### config.mk
export PLATFORM = sky130hd
export DESIGN_NAME = sorted_set_engine_core
export DESIGN_NICKNAME = d
export VERILOG_FILES = /design/src/rtl/core/sse_pkg.sv /design/src/rtl/core/sse_cell.sv /design/src/rtl/core/sorted_set_engine_core.sv
export SDC_FILE = /design/constraint.sdc
export NUM_CORES = 2
export LEC_CHECK = 0
export ABC_AREA = 1
export BUFFER_PORTS_ARGS = -buffer_cell sky130_fd_sc_hd__buf_4
export CELL_PAD_IN_SITES_DETAIL_PLACEMENT = 2
export CELL_PAD_IN_SITES_GLOBAL_PLACEMENT = 2
export CORE_ASPECT_RATIO = 1.25
export CORE_MARGIN = 3
export CORE_UTILIZATION = 40
export DETAILED_ROUTE_END_ITERATION = 10
export PLACE_DENSITY = 0.86
export SLEW_MARGIN = 20
export SYNTH_ARGS = -nofsm -noshare
export SYNTH_HDL_FRONTEND = slang
export SYNTH_SLANG_ARGS = --single-unit
### constraint.sdc
create_clock -name clk -period 10.5 [get_ports clk]
set_clock_uncertainty 0.15 [all_clocks]
set_input_delay 0.525 -clock clk [delete_from_list [all_inputs] [get_ports clk]]
set_output_delay 0.525 -clock clk [all_outputs]
set_load 0.02 [all_outputs]
### src/rtl/core/sse_pkg.sv
`timescale 1ns / 1ps
package sse_pkg;

	localparam int KEY_FIELD_W   = 16;
	localparam int COUNT_FIELD_W = 7;

	// operation codes
	localparam logic [1:0] OP_MEMBER = 2'd0;
	localparam logic [1:0] OP_INSERT = 2'd1;
	localparam logic [1:0] OP_DELETE = 2'd2;

	typedef struct packed {
		logic [1:0]             op;
		logic [KEY_FIELD_W-1:0] key;
	} sse_in_t;

	typedef struct packed {
		logic                     success;
		logic                     full_reject;
		logic [COUNT_FIELD_W-1:0] count;
	} sse_out_t;

	// update strobes broadcast to every cell
	typedef struct packed {
		logic ins;
		logic del;
	} sse_cell_ctl_t;

endpackage

### src/rtl/core/sse_cell.sv
`timescale 1ns / 1ps
module sse_cell #(
	parameter int KW  = 16,
	parameter int CW  = 7,
	parameter int IDX = 0
) (
	input  logic                  clk,
	input  logic                  cap,
	input  sse_pkg::sse_cell_ctl_t ctl,
	input  logic [KW-1:0]         cmp_key,
	input  logic [KW-1:0]         upd_key,
	input  logic [CW-1:0]         count,
	input  logic                  prev_lt,
	input  logic [KW-1:0]         prev_key,
	input  logic [KW-1:0]         next_key,
	output logic [KW-1:0]         key_q,
	output logic                  lt_s1,
	output logic                  eq_s1
);
	import sse_pkg::*;

	localparam logic [CW-1:0] IDX_C = CW'(IDX);

	logic occ;

	assign occ = (IDX_C < count);

	// compare stage: this slot against the incoming key
	always_ff @(posedge clk) begin
		if (cap) begin
			lt_s1 <= occ && (key_q < cmp_key);
			eq_s1 <= occ && (key_q == cmp_key);
		end
	end

	// shift stage: open a gap at the insert point or close it on delete
	always_ff @(posedge clk) begin
		if (ctl.ins) begin
			if (!prev_lt) begin
				key_q <= prev_key;
			end else if (!lt_s1) begin
				key_q <= upd_key;
			end
		end else if (ctl.del) begin
			if (!lt_s1) begin
				key_q <= next_key;
			end
		end
	end

endmodule

### src/rtl/core/sorted_set_engine_core.sv
// sorted set engine: a set of distinct keys held in ascending order in a
// row of compare-and-shift cells, one key per cell.
// request channel (req_valid / req_stall / req): one transaction carries an
// op (member, insert, delete) and a key; only the low KEY_BITS bits of the
// key take part.
// response channel (rsp_valid / rsp_stall / rsp): exactly one transaction per
// request, in request order, with success, full_reject and the key count
// after the operation.
// a taken request is compared against every cell into the compare stage;
// once the output register is free the row shifts, the count updates and
// the response is registered. no new request is taken in the meantime.
// req_stall is high while a request sits in the compare stage.
// a stalled response holds in the output register; the next request is
// still taken and waits in the compare stage until that register frees up.
// reset empties the set (count zero); cell contents need no clearing since
// slots at or above the count are never used.
`timescale 1ns / 1ps
module sorted_set_engine_core #(
	parameter int CAPACITY = 64,
	parameter int KEY_BITS = 16
) (
	input  logic              clk,
	input  logic              arst_n,
	input  logic              req_valid,
	output logic              req_stall,
	input  sse_pkg::sse_in_t  req,
	output logic              rsp_valid,
	input  logic              rsp_stall,
	output sse_pkg::sse_out_t rsp
);
	import sse_pkg::*;

	// stored key width: the request field caps it
	localparam int KW = (KEY_BITS < KEY_FIELD_W) ? KEY_BITS : KEY_FIELD_W;
	localparam int CW = $clog2(CAPACITY + 1);

	logic [CW-1:0]       cnt_q;
	logic                s1_vld_q;
	logic [1:0]          op_s1;
	logic [KW-1:0]       key_s1;
	logic                rsp_valid_q;
	sse_out_t            rsp_q;

	logic [KW-1:0]       key_vec [CAPACITY];
	logic [CAPACITY-1:0] lt_vec;
	logic [CAPACITY-1:0] eq_vec;

	logic                req_acc;
	logic                out_free;
	logic                fire;
	logic                found;
	logic                full;
	logic                ins_en;
	logic                del_en;
	logic [CW-1:0]       cnt_next;
	sse_cell_ctl_t       ctl;

	// one request in flight at a time
	assign req_stall = s1_vld_q;
	assign req_acc   = req_valid && !req_stall;

	// output register frees when empty or being drained this cycle
	assign out_free = !rsp_valid_q || !rsp_stall;
	assign fire     = s1_vld_q && out_free;

	assign found  = |eq_vec;
	assign full   = (cnt_q == CW'(CAPACITY));
	assign ins_en = (op_s1 == OP_INSERT) && !found && !full;
	assign del_en = (op_s1 == OP_DELETE) && found;

	assign ctl.ins = fire && ins_en;
	assign ctl.del = fire && del_en;

	always_comb begin
		cnt_next = cnt_q;
		if (ins_en) begin
			cnt_next = cnt_q + CW'(1);
		end else if (del_en) begin
			cnt_next = cnt_q - CW'(1);
		end
	end

	// row of cells; cell i holds the i-th smallest key
	for (genvar g = 0; g < CAPACITY; g++) begin : g_cell
		logic          prev_lt;
		logic [KW-1:0] prev_key;
		logic [KW-1:0] next_key;

		if (g == 0) begin : g_first
			assign prev_lt  = 1'b1;
			assign prev_key = key_s1;
		end else begin : g_mid
			assign prev_lt  = lt_vec[g-1];
			assign prev_key = key_vec[g-1];
		end

		if (g == CAPACITY - 1) begin : g_last
			assign next_key = key_vec[g];
		end else begin : g_inner
			assign next_key = key_vec[g+1];
		end

		sse_cell #(
			.KW  (KW),
			.CW  (CW),
			.IDX (g)
		) u_cell (
			.clk      (clk),
			.cap      (req_acc),
			.ctl      (ctl),
			.cmp_key  (req.key[KW-1:0]),
			.upd_key  (key_s1),
			.count    (cnt_q),
			.prev_lt  (prev_lt),
			.prev_key (prev_key),
			.next_key (next_key),
			.key_q    (key_vec[g]),
			.lt_s1    (lt_vec[g]),
			.eq_s1    (eq_vec[g])
		);
	end

	// compare stage control
	always_ff @(posedge clk or negedge arst_n) begin
		if (!arst_n) begin
			s1_vld_q <= 1'b0;
		end else if (req_acc) begin
			s1_vld_q <= 1'b1;
		end else if (fire) begin
			s1_vld_q <= 1'b0;
		end
	end

	always_ff @(posedge clk) begin
		if (req_acc) begin
			op_s1  <= req.op;
			key_s1 <= req.key[KW-1:0];
		end
	end

	// key count
	always_ff @(posedge clk or negedge arst_n) begin
		if (!arst_n) begin
			cnt_q <= '0;
		end else if (fire) begin
			cnt_q <= cnt_next;
		end
	end

	// response register
	always_ff @(posedge clk or negedge arst_n) begin
		if (!arst_n) begin
			rsp_valid_q <= 1'b0;
		end else if (fire) begin
			rsp_valid_q <= 1'b1;
		end else if (!rsp_stall) begin
			rsp_valid_q <= 1'b0;
		end
	end

	always_ff @(posedge clk) begin
		if (fire) begin
			rsp_q.success     <= ((op_s1 == OP_MEMBER) && found) || ins_en || del_en;
			rsp_q.full_reject <= (op_s1 == OP_INSERT) && !found && full;
			rsp_q.count       <= COUNT_FIELD_W'(cnt_next);
		end
	end

	assign rsp_valid = rsp_valid_q;
	assign rsp       = rsp_q;

endmodule

# Word-level counts from Yosys, hierarchy flattened
# Cells that the tools add are included.
[classes]
n_eq_ne = 193
magnitude_cmp = 128
reduce_logical = 213
mux = 322
shift = 0
mul = 0
div_mod_pow = 0
add_sub_neg = 2
bitwise = 1
[op_table]
columns = ["op", "n"]
rows = [
  ["$mux W16", 316],
  ["$eq A16 B16 Y1", 64],
  ["$lt A16 B16 Y1", 64],
  ["$ne A2 B2 Y1 const B", 125],
  ["$lt A6 B7 Y1 const A", 32],
  ["$reduce_and A3 Y1", 62],
  ["$logic_and A1 B1 Y1", 137],
  ["$lt A5 B7 Y1 const A", 16],
  ["$reduce_or A64 Y1", 1],
  ["$lt A4 B7 Y1 const A", 8],
  ["$lt A3 B7 Y1 const A", 4],
  ["$lt A1 B7 Y1 const A", 2],
  ["$lt A2 B7 Y1 const A", 2],
  ["$mux W7", 2],
  ["$add A7 B1 Y7 const B", 1],
  ["$eq A7 B7 Y1 const B", 1],
  ["$sub A7 B1 Y7 const B", 1],
  ["$logic_not A1 Y1", 5],
  ["$mux W1", 4],
  ["$reduce_and A2 Y1", 2],
  ["$reduce_bool A2 Y1", 2],
  ["$logic_or A1 B1 Y1", 3],
  ["$eq A2 B1 Y1 const B", 1],
  ["$eq A2 B2 Y1 const B", 1],
  ["3 further kinds", 3],
]
[word_totals]
reg_bits = 1188
n_memories = 0
mem_bits_ro = 0
output_inout_bits = 11
latch_bits = 0
word_cells = 1059
in_bits = 22
mem_bits_rw = 0

# Longest topological paths before layout
[depth]
depth_word = 7
mapped_depth = 13
depth_no_buf = 13

# By module
# Synthesis repeated with hierarchy kept, for this count alone.
[unflattened]
cells_unflattened = 11254
hier_area_um2 = 88646.3
[by_module_without_submodules]
columns = ["module", "area_per_inst_um2", "seq_area_each_um2", "instances", "cells_each"]
rows = [
  ["sse_cell at g_cell[0].u_cell ...", 1358.8, 540.5, 7, 175],
  ["sse_cell at g_cell[16].u_cell ...", 1353.8, 540.5, 6, 172],
  ["sse_cell at g_cell[22].u_cell ...", 1355.0, 540.5, 4, 172],
  ["sse_cell at g_cell[24].u_cell ...", 1361.3, 540.5, 3, 174],
  ["sse_cell at g_cell[10].u_cell ...", 1358.8, 540.5, 3, 174],
  ["sse_cell at g_cell[15].u_cell ...", 1331.3, 540.5, 3, 165],
  ["sse_cell at g_cell[41].u_cell ...", 1376.3, 540.5, 2, 178],
  ["sse_cell at g_cell[48].u_cell ...", 1365.1, 540.5, 2, 176],
  ["sse_cell at g_cell[20].u_cell ...", 1363.8, 540.5, 2, 175],
  ["sse_cell at g_cell[54].u_cell ...", 1362.6, 540.5, 2, 174],
  ["sse_cell at g_cell[32].u_cell ...", 1358.8, 540.5, 2, 173],
  ["sse_cell at g_cell[30].u_cell ...", 1357.6, 540.5, 2, 174],
  ["sse_cell at g_cell[1].u_cell ...", 1353.8, 540.5, 2, 173],
  ["sse_cell at g_cell[25].u_cell ...", 1351.3, 540.5, 2, 172],
  ["+21 rows", "--", "--", "--", "--"],
]

# Least setup slack after synthesis
# OpenSTA, ideal clock, no wires.
[synth_path]
path_kind = "input port to flip-flop"
start = "input req_valid"
end = "register key_s1[0] (netlist: g_cell[0].prev_key[0]) (enable)"
setup_ns = 0.658
arrival_ns = 6.702
required_time_ns = 9.692
path_buffers = 0
path_stages = 2
path_slack_ns = 2.990
cell_sequence = "inv_1 > nor2_1"
[synth_between]
elab_chain_len = 1
[synth_lines]
columns = ["item", "line_no", "rtl"]
rows = [
  ["from (decl)", "sorted_set_engine_core.sv:24", "input logic req_valid,"],
  ["$logic_and A1 B1 Y1", "sorted_set_engine_core.sv:60", "assign req_acc = req_valid && !req_stall;"],
  ["net g_cell[0].u_cell.cap", "sse_cell.sv:8", "input logic cap,"],
  ["to (signal assigned)", "sorted_set_engine_core.sv:137", "key_s1 <= req.key[KW-1:0];"],
  ["to (decl)", "sorted_set_engine_core.sv:40", "logic [KW-1:0] key_s1;"],
]
# The timed path passes the listed nets, and every way through them passes these cells.
# A chain may end at the register's enable or synchronous reset.

# Final worst setup path
[layout_path]
start = "register g_cell[24].u_cell.eq_s1"
end = "register g_cell[42].u_cell.key_q[10] (data pin)"
[layout_between]
elab_chain_len = 6
[layout_lines]
columns = ["item", "line_no", "rtl"]
rows = [
  ["from (decl)", "sse_cell.sv:18", "output logic eq_s1"],
  ["from (signal assigned)", "sse_cell.sv:32", "eq_s1 <= occ && (key_q == cmp_key);"],
  ["$reduce_or A64 Y1", "sorted_set_engine_core.sv:66", "assign found = |eq_vec;"],
  ["$logic_not A1 Y1", "sorted_set_engine_core.sv:68", "assign ins_en = (op_s1 == OP_INSERT) && !found && !full;"],
  ["$logic_and A1 B1 Y1 (2 in series)", "sorted_set_engine_core.sv:68", ""],
  ["$logic_and A1 B1 Y1", "sorted_set_engine_core.sv:71", "assign ctl.ins = fire && ins_en;"],
  ["$mux W16", "sse_cell.sv:38", "if (ctl.ins) begin"],
  ["to (signal assigned)", "sse_cell.sv:40", "key_q <= prev_key;"],
  ["to (signal assigned)", "sse_cell.sv:42", "key_q <= upd_key;"],
  ["to (signal assigned)", "sse_cell.sv:46", "key_q <= next_key;"],
  ["to (decl)", "sse_cell.sv:16", "output logic [KW-1:0] key_q,"],
]
# Every way passes these cells.

==> flow_summary.json <==
{
  "dieHeight_um": 518.1,
  "finalMaxSlewViolations": 0,
  "tightestPinTransition_ps": 1308,
  "cts.sinks": 1188,
  "grt_pass1_wl_mm": 571.2,
  "netlist_instances": 10230,
  "fmax_mhz": 195.7,
  "hold_ws_ps": 236.1,
  "cts.path.max_buffers": 3,
  "synthArstFlopShare_pct": 0.7576,
  "yosys-top-cells-count": "2,770 x nand2_1, 2,075 x o21ai_0, 1,262 x inv_1",
  "via_per_inst": 6.181,
  "worstHoldStart": "req[0]",
  "reg2reg_to": "g_cell[42].u_cell.key_q[10]",
  "cts_htree_levels": 4,
  "finalPower_mw": 16.26,
  "drc": 0,
  "ys_seq_area_share_pct": 42.46,
  "routed_wirelength_mm": 386.7,
  "drv_cap": 0,
  "place_hpwl_mm": 244.2,
  "ys.flop_type": "edfxtp_1",
  "yosysMostFrequentCell": "nand2_1",
  "finalCriticalPeriod_ps": 5109,
  "clk_latency_ps": 830,
  "hold_viol_final": 0,
  "finalCritPeriodShare_pct": 48.66,
  "start_util_pct": 40.30,
  "grt_overflow": 0,
  "clk_pin_slew_ps": 70,
  "finalSetupTns_ps": 0,
  "syn_avg_cell_area_um2": 8.202,
  "power_leakage_nw": 37.74,
  "cp-end-kind": "register",
  "cts_root_buffer": "clkbuf_16",
  "cts_tree": "built",
  "die_x_um": 415.7,
  "synth_top_cells_by_area": "edfxtp_1 42%, ha_1 15%, nand2_1 12%, o21ai_0 12%, inv_1 5.6%",
  "first_pass_iters": 6,
  "slew_headroom_pct": 12.79,
  "die_area_um2": 215300,
  "nets": 11100,
  "ant_nets": 0,
  "first_global_vias": 89310,
  "vias": 79780,
  "critPathKind": "register to register",
  "arrival_ps": 5590,
  "setup_viol": 0,
  "syn_nets": 11280,
  "status": "finished clean",
  "cp_data_required_time_ps": 10980,
  "synth-seq-cells": 1188,
  "coreArea_um2": 208200,
  "area_growth_pct": 8.593,
  "rsz0062_at_grt": "false",
  "synth_cell_types": 46,
  "port_buffers": 32,
  "gp_congestion": 0.9064,
  "io_pins": 33,
  "synth_top_area_share_pct": 42.19,
  "drt_iter0_drc": 7404,
  "hold_path_class": "input port to register",
  "layout-drive-gt1-share_pct": 4.183,
  "synth_top_area_cell": "edfxtp_1",
  "r2r_cells": 12,
  "syn_area_um2": 83910,
  "yosysWarnings": 0,
  "synth-edff-count": 1179,
  "track_usage_pct": 34.55,
  "grt_max_degree": 281,
  "antenna_found_initial": 12,
  "ir_drop_mv": 0.1844,
  "holdPathStages": 1,
  "ff2ff_setup_slack_ps": 5390,
  "num_rows": 187,
  "critPathLaunchType": "register",
  "p_per_area_nw_per_um2": 178.5,
  "path_max_fanout": 129,
  "min_to": "g_cell[0].prev_key[0]",
  "r2r_start": "g_cell[24].u_cell.eq_s1",
  "wl_per_cell_um": 29.96,
  "cts_buffers": 141
}
## sequential cells by signal, summed over array words and instances (netlist names)
| register | cells |
|---|---|
| cnt_q | 7 |
| g_cell.prev_key | 16 |
| g_cell.u_cell.eq_s1 | 64 |
| g_cell.u_cell.key_q | 1024 |
| g_cell.u_cell.lt_s1 | 64 |
| op_s1 | 2 |
| req_stall | 1 |
| rsp | 9 |
| rsp_valid | 1 |
## report_power, final
group,leakage (nW),switching (mW),internal (mW)
combinational,24.7,3.41,1.21
sequential,10.9,0.727,5.82
clock,2.14,2.33,2.75
## critical path, cell delays in order (launching register included)
cell and delay (ps):
edfxtp_1 440, nor2_1 200, nand2_1 120, nor2_1 190, nand2_1 180, nor2_2 330, nand4_4 290, nor2_4 240
buf_4 740, buf_6 720, buf_4 730, nand2_1 190, o21ai_0 160
## logic make-up (layout without fill, tap and decap cells)
family          after synthesis  in the layout  synth area share, %
compound gates             2805           2805                17.20
flops                      1188           1188                42.46
buf+inv                    1813           1744                8.780
simple gates               3394           3394                16.21
xor+xnor                      3              3              0.03132
fa+ha+maj                  1027           1027                15.31
other cells                   0              5                    0
## stage by stage
stage | area (um^2) | std cells | setup WS, ps | utilization, %
after floorplan | 83910 | 10230 | 2990 | -
final | 91120 | 12910 | 5391 | 43.76
after global placement | 86280 | 12610 | 5660 | 41.44
after CTS | 90860 | 12890 | 5273 | 43.63
after detailed placement | 86280 | 12610 | 5411 | 41.44
after global routing | 91110 | 12900 | 5234 | 43.75
## per-layer routing
| layer | vias up | part of all wire, % | GRT usage [%] |
|---|---|---|---|
| li1 | 34520 | - | - |
| met1 | 40670 | 37 | 38.12 |
| met2 | 3232 | 50 | 61.35 |
| met3 | 1351 | 6.1 | 5.770 |
| met4 | 8 | 7.4 | 22.19 |
| met5 | - | 0.014 | 0 |
## layout by cell type, fill, tap and decap left out, drive strengths merged, types with 4 or more instances in the layout
| master | synthesis | final |
|---|---|---|
| dfrtp | 9 | 9 |
| bufinv | 0 | 8 |
| nand2 | 2770 | 2770 |
| o21a | 16 | 16 |
| or2 | 5 | 5 |
| clkbuf | 328 | 183 |
| nor3 | 43 | 43 |
| o21ai | 2075 | 2075 |
| and2 | 4 | 4 |
| a211oi | 32 | 32 |
| a21oi | 577 | 577 |
| nor4b | 13 | 13 |
| o221ai | 11 | 11 |
| inv | 1265 | 1269 |
| nand2b | 5 | 5 |
| buf | 218 | 201 |
| a31o | 4 | 4 |
| o2111ai | 4 | 4 |
| diode | 0 | 5 |
| clkinv | 2 | 61 |
| nand3 | 175 | 175 |
| dlygate4sd3 | 0 | 21 |
| nor3b | 6 | 6 |
| nor2 | 203 | 203 |
| ha | 1027 | 1027 |
| and3 | 6 | 6 |
| a21o | 6 | 6 |
| edfxtp | 1179 | 1179 |
| a31oi | 19 | 19 |
| o211ai | 48 | 48 |
| nand4 | 119 | 119 |
| nor4 | 43 | 43 |
## how the worst max path moves through the flow
stage,start,to,slack (ps),depth (start not counted)
after floorplan,req_valid,g_cell[0].prev_key[0],2990,2
after global routing,g_cell[49].u_cell.eq_s1,g_cell[42].u_cell.key_q[10],5230,12
after detailed placement,g_cell[49].u_cell.eq_s1,g_cell[36].u_cell.key_q[5],5410,11
final,g_cell[24].u_cell.eq_s1,g_cell[42].u_cell.key_q[10],5390,12
after global placement,g_cell[51].u_cell.eq_s1,g_cell[37].u_cell.key_q[3],5660,11
after CTS,g_cell[24].u_cell.eq_s1,g_cell[36].u_cell.key_q[5],5270,11
## final cells by class
class                           count  area [um^2]
Timing Repair Buffer              222         1949
Multi-Input combinational cell   7229        40940
Clock inverter                     72        566.8
Sequential cell                  1188        35630
Inverter                         1267         4796
Antenna cell                        5        12.51
Clock buffer                      183         3801
Tap cell                         2740         3428
Fill cell                       23050       117100
## timing repair
action | 4_1_cts | 5_1_grt
buffers inserted | 0 | 0
gates resized for setup | 0 | 0
endpoints found under the hold margin | 28 | 0
hold buffers | 21 | 0
No activity file was read; power rests on OpenSTA's default activity.
